### config.mk
export PLATFORM = sky130hd
export DESIGN_NAME = spir_ctrl
export DESIGN_NICKNAME = d
export VERILOG_FILES = /design/src/hdl/spir_pkg.sv /design/src/hdl/spir_ctrl.sv
export SDC_FILE = /design/constraint.sdc
export NUM_CORES = 1
export LEC_CHECK = 0
export ABC_AREA = 1
export BUFFER_PORTS_ARGS = -buffer_cell sky130_fd_sc_hd__buf_2
export CORE_ASPECT_RATIO = 1.5
export CORE_MARGIN = 2
export CORE_UTILIZATION = 25
export DETAILED_ROUTE_END_ITERATION = 10
export MAX_ROUTING_LAYER = met4
export SLEW_MARGIN = 30
export SYNTH_ARGS = -nofsm -noshare
export SYNTH_HDL_FRONTEND = slang
export SYNTH_SLANG_ARGS = --single-unit
export TNS_END_PERCENT = 1
### constraint.sdc
create_clock -name clk -period 2 [get_ports clk]
set_clock_uncertainty 0.1 [all_clocks]
set_input_delay 0.2 -clock clk [delete_from_list [all_inputs] [get_ports clk]]
set_output_delay 0.2 -clock clk [all_outputs]
set_load 0.05 [all_outputs]
### src/hdl/spir_pkg.sv
`timescale 1ns / 1ps
// ----------------------------------------------------------------------------
// spir_pkg
// Shared types for the sphere pair impulse resolve unit: datapath operation
// codes and the command and status bundles between controller and datapath.
// ----------------------------------------------------------------------------
package spir_pkg;

    localparam int unsigned InW  = 224;
    localparam int unsigned OutW = 200;
    localparam int unsigned CfgW = 17;

    typedef enum logic [3:0] {
        OP_SQ,
        OP_SQRT,
        OP_NRM,
        OP_VAN,
        OP_E2,
        OP_JNUM,
        OP_JDIV,
        OP_IMP,
        OP_DVA,
        OP_DVB,
        OP_CDIV,
        OP_COR,
        OP_DPA,
        OP_DPB
    } spir_op_t;

    typedef struct packed {
        logic       load_a;
        logic       load_b;
        logic       start;
        spir_op_t   op;
        logic [1:0] ax;
        logic       set_hit;
        logic       out_a;
        logic       out_b;
    } spir_cmd_t;

    typedef struct packed {
        logic done;
        logic geom_ok;
        logic dist_ok;
        logic van_pos;
    } spir_sts_t;

endpackage

### src/hdl/spir_ctrl.sv
`timescale 1ns / 1ps
// ----------------------------------------------------------------------------
// spir_ctrl
// Sequencer of the pair resolver: input handshake, operation sequence over
// the shared units, and the two-transaction result handshake.
// ----------------------------------------------------------------------------
module spir_ctrl
    import spir_pkg::*;
(
    input  logic      clk,
    input  logic      rst_n,
    input  logic      s_tvalid,
    input  logic      s_tuser,
    output logic      s_tready,
    input  logic      m_tready,
    output logic      m_tvalid,
    input  spir_sts_t sts,
    output spir_cmd_t cmd
);

    typedef enum logic [2:0] {
        S_IDLE,
        S_GEOM,
        S_ISSUE,
        S_WAIT,
        S_ADV,
        S_OUT_A,
        S_OUT_B
    } state_t;

    state_t     state_reg, state_next;
    spir_op_t   op_reg, op_next;
    logic [1:0] ax_reg, ax_next;
    logic       m_tvalid_reg, m_tvalid_next;
    logic       out_free;
    logic       ax_last;

    assign out_free = !m_tvalid_reg || m_tready;
    assign ax_last  = (ax_reg == 2'd2);

    always_comb
    begin
        state_next    = state_reg;
        op_next       = op_reg;
        ax_next       = ax_reg;
        m_tvalid_next = m_tready ? 1'b0 : m_tvalid_reg;
        cmd           = '0;
        cmd.op        = op_reg;
        cmd.ax        = ax_reg;
        s_tready      = (state_reg == S_IDLE);
        case (state_reg)
            S_IDLE:
            begin
                if (s_tvalid)
                begin
                    if (s_tuser)
                    begin
                        cmd.load_b = 1'b1;
                        state_next = S_GEOM;
                    end
                    else
                    begin
                        cmd.load_a = 1'b1;
                    end
                end
            end
            S_GEOM:
            begin
                if (sts.geom_ok)
                begin
                    op_next    = OP_SQ;
                    ax_next    = 2'd0;
                    state_next = S_ISSUE;
                end
                else
                begin
                    state_next = S_OUT_A;
                end
            end
            S_ISSUE:
            begin
                cmd.start  = 1'b1;
                state_next = S_WAIT;
            end
            S_WAIT:
            begin
                if (sts.done)
                    state_next = S_ADV;
            end
            S_ADV:
            begin
                state_next = S_ISSUE;
                case (op_reg)
                    OP_SQ:
                    begin
                        if (!ax_last)
                            ax_next = ax_reg + 2'd1;
                        else if (sts.dist_ok)
                        begin
                            cmd.set_hit = 1'b1;
                            op_next     = OP_SQRT;
                        end
                        else
                            state_next = S_OUT_A;
                    end
                    OP_SQRT:
                    begin
                        op_next = OP_NRM;
                        ax_next = 2'd0;
                    end
                    OP_NRM:
                    begin
                        if (!ax_last)
                            ax_next = ax_reg + 2'd1;
                        else
                        begin
                            op_next = OP_VAN;
                            ax_next = 2'd0;
                        end
                    end
                    OP_VAN:
                    begin
                        if (!ax_last)
                            ax_next = ax_reg + 2'd1;
                        else if (sts.van_pos)
                            state_next = S_OUT_A;
                        else
                            op_next = OP_E2;
                    end
                    OP_E2:   op_next = OP_JNUM;
                    OP_JNUM: op_next = OP_JDIV;
                    OP_JDIV:
                    begin
                        op_next = OP_IMP;
                        ax_next = 2'd0;
                    end
                    OP_IMP:  op_next = OP_DVA;
                    OP_DVA:  op_next = OP_DVB;
                    OP_DVB:
                    begin
                        if (!ax_last)
                        begin
                            op_next = OP_IMP;
                            ax_next = ax_reg + 2'd1;
                        end
                        else
                            op_next = OP_CDIV;
                    end
                    OP_CDIV:
                    begin
                        op_next = OP_COR;
                        ax_next = 2'd0;
                    end
                    OP_COR:  op_next = OP_DPA;
                    OP_DPA:  op_next = OP_DPB;
                    OP_DPB:
                    begin
                        if (!ax_last)
                        begin
                            op_next = OP_COR;
                            ax_next = ax_reg + 2'd1;
                        end
                        else
                            state_next = S_OUT_A;
                    end
                    default: state_next = S_OUT_A;
                endcase
            end
            S_OUT_A:
            begin
                if (out_free)
                begin
                    cmd.out_a     = 1'b1;
                    m_tvalid_next = 1'b1;
                    state_next    = S_OUT_B;
                end
            end
            S_OUT_B:
            begin
                if (out_free)
                begin
                    cmd.out_b     = 1'b1;
                    m_tvalid_next = 1'b1;
                    state_next    = S_IDLE;
                end
            end
            default: state_next = S_IDLE;
        endcase
    end

    always_ff @(posedge clk or negedge rst_n)
    begin
        if (!rst_n)
        begin
            state_reg    <= S_IDLE;
            op_reg       <= OP_SQ;
            ax_reg       <= 2'd0;
            m_tvalid_reg <= 1'b0;
        end
        else
        begin
            state_reg    <= state_next;
            op_reg       <= op_next;
            ax_reg       <= ax_next;
            m_tvalid_reg <= m_tvalid_next;
        end
    end

    assign m_tvalid = m_tvalid_reg;

    a_done_in_wait: assert property (@(posedge clk) disable iff (!rst_n)
        sts.done |-> state_reg == S_WAIT)
        else $error("unit completion outside of wait state");

    a_valid_from_out: assert property (@(posedge clk) disable iff (!rst_n)
        $rose(m_tvalid_reg) |-> ($past(state_reg) == S_OUT_A || $past(state_reg) == S_OUT_B))
        else $error("result raised outside output states");

    a_hit_needs_geom: assert property (@(posedge clk) disable iff (!rst_n)
        cmd.set_hit |-> (sts.geom_ok && sts.dist_ok))
        else $error("contact flagged without passing overlap test");

endmodule

Word level (Yosys, flattened, before mapping)

Cells that the tools add are included.
Widths: inputs -> output; s select.

Bits in registers: 10
Input port bits: 9
Output and inout port bits: 14

$add $sub $neg: 1
Equality and inequality tests: 35
Muxes and demuxes: 43
Reduce and logical (&&, ||, !) cells: 12

Operators by type and width:

| operator            | number |
|---|---|
| $pmux 4 s14         | 1 |
| $mux 3              | 11 |
| $mux 4              | 8 |
| $eq 4x4->1 const B  | 6 |
| $ne 3x3->1 const B  | 7 |
| $pmux 3 s7          | 1 |
| $eq 4x3->1 const B  | 4 |
| $ne 15x1->1 const B | 1 |
| $mux 1              | 13 |
| $ne 2x2->1 const B  | 6 |
| $pmux 3 s4          | 1 |
| $reduce_or 11->1    | 1 |
| $mux 2              | 5 |
| $eq 3x3->1 const B  | 3 |
| $reduce_and 9->1    | 1 |
| $eq 4x2->1 const B  | 2 |
| $pmux 4 s2          | 1 |
| $eq 3x2->1 const B  | 2 |
| $pmux 2 s3          | 1 |
| $reduce_and 5->1    | 1 |
| $eq 4x1->1 const B  | 1 |
| $logic_not 4->1     | 1 |
| $ne 4x3->1 const B  | 1 |
| $pmux 2 s2          | 1 |
| 11 further kinds    | 11 |

Longest topological paths before layout

Depth after elaboration: 4
Depth in mapped cells: 11
Mapped depth without buffers: 10

Worst setup path after synthesis

No wires, ideal clock.

Path type: register to output
From: register ax_reg[0]
To: output port cmd[2] in the netlist's numbering
Arrival time: 2,613 ps
Path slack: -913 ps
Cell stages (with the launch flop): 5
Buffers on the path: 0
Cells stage by stage: dfrtp_1 inv_1 ha_1 inv_1 nor4_1

RTL lines:

| element                | RTL line         | source |
|---|---|---|
| from (decl)            | spir_ctrl.sv:33  | `logic [1:0] ax_reg, ax_next;` |
| from (signal assigned) | spir_ctrl.sv:204 | `ax_reg <= ax_next;` |
| to (decl)              | spir_ctrl.sv:18  | `output spir_cmd_t cmd` |

==> summary.md <==
Summed over all cells, the static leakage comes to 0.727 nW. Measured along the y axis, the die boundary spans 85.5 um. The floorplan core area was 4250 um2; the number of sinks driven by the clock tree was 10. The worst-path cell with the longest stage delay is sky130_fd_sc_hd__dfrtp_1. For flop-to-flop paths, the worst setup slack is 300 ps. The kind of launch point of the worst setup path is a flip-flop.

The share of total power consumed by net switching was 0.572; the horizontal die dimension was 58.3 um. For the total number of H-tree levels, the log shows 1. The die covers 4990 um2. The tools report the aggregate routed wire length as 2790 um. Highest signal layer in the routed design: met4.

In this design, the stage delay of the slowest critical-path cell is 400 ps. For the total via count in the routed design, the log shows 1,188. On the final layout, the worst hold slack is 172 ps. Once placement finished, the instance area stood at 1270 um2.

The fraction of final layout cells sized beyond drive strength 1 is 0.299, and the antenna violation net count after detailed routing is 0. The tools report the gate count of the mapped netlist as 180. The logs give 2 for the buffer depth of the longest clock path and 0 for the DRC violation count after routing.

The detailed-routed wire length on met2 is 1480 um, and the total global routing overflow is 0. Synthesis produced a netlist with a net count of 192. STA puts the critical path data arrival time at 1580 ps.

The post-layout minimum cycle time was 1880 ps. The boundary pin count is 23, and the highest fanout seen on the critical path is 5. Sum of routed wire segments on met1: 1090 um.

For the worst slew margin relative to its limit, the log shows 0.711. Input and output buffers added on the ports amount to 22. Post-CTS timing repair inserted 0 buffers for setup.

The portion of synthesized cell area occupied by the leading cell type was 0.226; the count of final hold-check violations was 0. The async set-reset flop share out of synthesis is 1.00. The proportion of synthesized chip area in sequential cells came out at 0.226.

Cell area after layout: 1330 um2. The power density relative to cell area works out to 1250 nW/um2. VDD sags by at most 0.617 mV. For the worst setup path, the data required time is 1700 ps. The number of rows in the core area was 29. The tools report the kind of end point of the critical path as an output port. The detailed-routed wire length on met3 was 112 um.

A synthesized cell averages 6.15 um2. Among all flip-flop cells after synthesis, the most frequent one is sky130_fd_sc_hd__dfrtp_1. The detailed-router iteration count before antenna repair came out at 4. The all-layer global routing usage is 0.129, and the flip-flop and latch count after synthesis is 10. Total buffers and inverters traversed by the critical path: 3.

The largest delay contributor family on the critical path was buffers and inverters. Number of distinct standard cells referenced by the synthesized netlist: 26. The area added between synthesis and finish is 20.2%.

Yosys attributes the largest share of cell area to sky130_fd_sc_hd__dfrtp_1 (23%), sky130_fd_sc_hd__nand2_1 (20%), sky130_fd_sc_hd__nor2_1 (7.5%). Setup repair after global routing left no endpoint under its margin. Based on the critical path, the design can be clocked at up to 532 MHz. The cell type with the highest occurrence count on the critical path was sky130_fd_sc_hd__inv_1. For the pin with the worst max-slew slack, the measured transition is 434 ps.

The commonest cells after synthesis are sky130_fd_sc_hd__nand2_1 (59), sky130_fd_sc_hd__nor2_1 (22), sky130_fd_sc_hd__inv_1 (17). Yosys mapped a number of flops with a built-in enable equal to 0. The initial core utilization is 0.261, and the DRC violation total after the first TritonRoute iteration is 40.

The latest clock arrival within the worst-skew pair is 230 ps. The critical path in this run is classified as reg -> out. After legalization and detailed placement, the total HPWL measured 2310 um. Using the TritonRoute via totals, the vias-per-cell ratio works out to 4.75. Cell internal power was estimated by the tool at 0.000713 W.

In this run the worst hold path is classified as in -> reg. The logs give 0 for the number of antenna cells inserted and 3 for the total clock buffers created by CTS. The layout has 473 filler cells.

The final weighted congestion of routability-driven global placement is 0.876. The first-pass GRT wire length was 4860 um. The per-cell routed wire length came out at 11.1 um. The share of the clock period used by the worst path is 0.940. Walking the worst path, the cells encountered are inv_1, ha_2, inv_1, nor4_4, buf_4. The register with the most flip-flops in the layout has 4 of them. Number of antenna violations at the first check in global routing: 0. The largest total area in the synthesized netlist belongs to sky130_fd_sc_hd__dfrtp_1. The flow ran to the end, and the final reports show no timing, DRC or antenna violations. The relative contribution of sequential cells to total power is 0.216. Summing every instance area after synthesis gives 1110 um2. The tool flagged a number of max-cap violations equal to 0. The clock network fraction of design power is 0.123, and the maximum number of pins on one net before global-route repair is 11. For the max-slew violation count, the log shows 0.

Summed over all nets, the switching power comes to 0.000951 W. Yosys printed 0 warnings. Among all cell types in the netlist, the one instantiated most often is sky130_fd_sc_hd__nand2_1.

The post-CTS clock slew at the launch and capture registers of the worst setup and hold paths is 50 ps, and the final layout net count is 218. The tools report the part of the total power dissipated in combinational logic as 0.661. The run gives 1,133 as the via count of the first global-routing pass. TritonCTS built the clock tree. Setup violations remaining at the end of the flow were counted as 0. The root buffer cell chosen for the clock tree is sky130_fd_sc_hd__clkbuf_8.
## worst reg2reg max path: cells and delay by family (launching register included)
kind | cells | cell delay (ps)
compound gates | 1 | 180
simple gates | 6 | 610
flops | 1 | 600
buf+inv | 1 | 150
## routing by layer
metal,up-vias,track usage
li1,623,-
met1,528,0.131
met2,29,0.230
met3,8,0.0166
met4,0,0.0719
met5,-,-
## final timing paths
path / startpoint / cells past startpoint / endpoint
hold reg to reg: ax_reg[0] / 2 / ax_reg[0]
min in group asynchronous: rst_n / 2 / state_reg[2]
max in group asynchronous: rst_n / 2 / m_tvalid
setup reg to reg: op_reg[1] / 8 / op_reg[2]
hold / removal: m_tready / 4 / state_reg[2]
setup / recovery: ax_reg[0] / 5 / cmd[2]
## logic make-up after synthesis
family,synth area share
AND/OR/NAND/NOR,0.563
buffers and inverters,0.102
AO/OA/AOI/OAI,0.0757
flip-flops,0.226
adder cells (fa/ha/maj),0.0339
## repair_timing
item / CTS / global route
hold endpoints to repair: 10 / 0
hold buffers: 1 / 0
resized for setup: 0 / 4
endpoints found under the setup margin: 0 / 1
## power by group through the flow
stage	registers [W]	clock network, W	logic (W)
CTS	0.000355	0.000211	0.00111
global route	0.000374	0.000220	0.00124
global placement	0.000356	0	0.00110
detailed placement	0.000356	0	0.00110
finish	0.000359	0.000204	0.00110
floorplan	0.000450	0	0.000788
## per-stage QoR
step	worst slack, ps	util	cells	power (W)	setup TNS [ps]
2_1_floorplan	-131	-	180	0.00124	-230
3_3_place_gp	294	0.299	246	0.00145	0
3_5_place_dp	273	0.299	246	0.00146	0
4_1_cts	15.2	0.311	250	0.00167	0
5_1_grt	26.9	0.314	250	0.00183	0
6_report	120	0.314	250	0.00166	0
## placed cells by master, fill, tap and decap left out, drive strengths merged
cell         synthesis  routed
o21ai                9       9
nand3b               3       3
nor2                30      30
or2                  1       1
dfrtp               10      10
dlygate4sd3          0       1
nor4                 2       2
nand3               19      19
a21oi                3       3
buf                  2      22
ha                   3       3
inv                 24      24
nand4                3       3
nand2               68      68
o211ai               1       1
nor3                 1       1
o2111ai              1       1
clkbuf               0       3
## area by class of cell
| cell class | count | area (um2) | share of cell area |
|---|---|---|---|
| multi-input cells | 144 | 769 | 0.578 |
| well taps | 46 | 57.6 | 0.0432 |
| inverters | 24 | 90.1 | 0.0677 |
| flip-flops and latches | 10 | 250 | 0.188 |
| repair buffers | 23 | 123 | 0.0921 |
| clock buffers | 3 | 41.3 | 0.0310 |
Note: power is estimated with default switching activity, not from simulation.
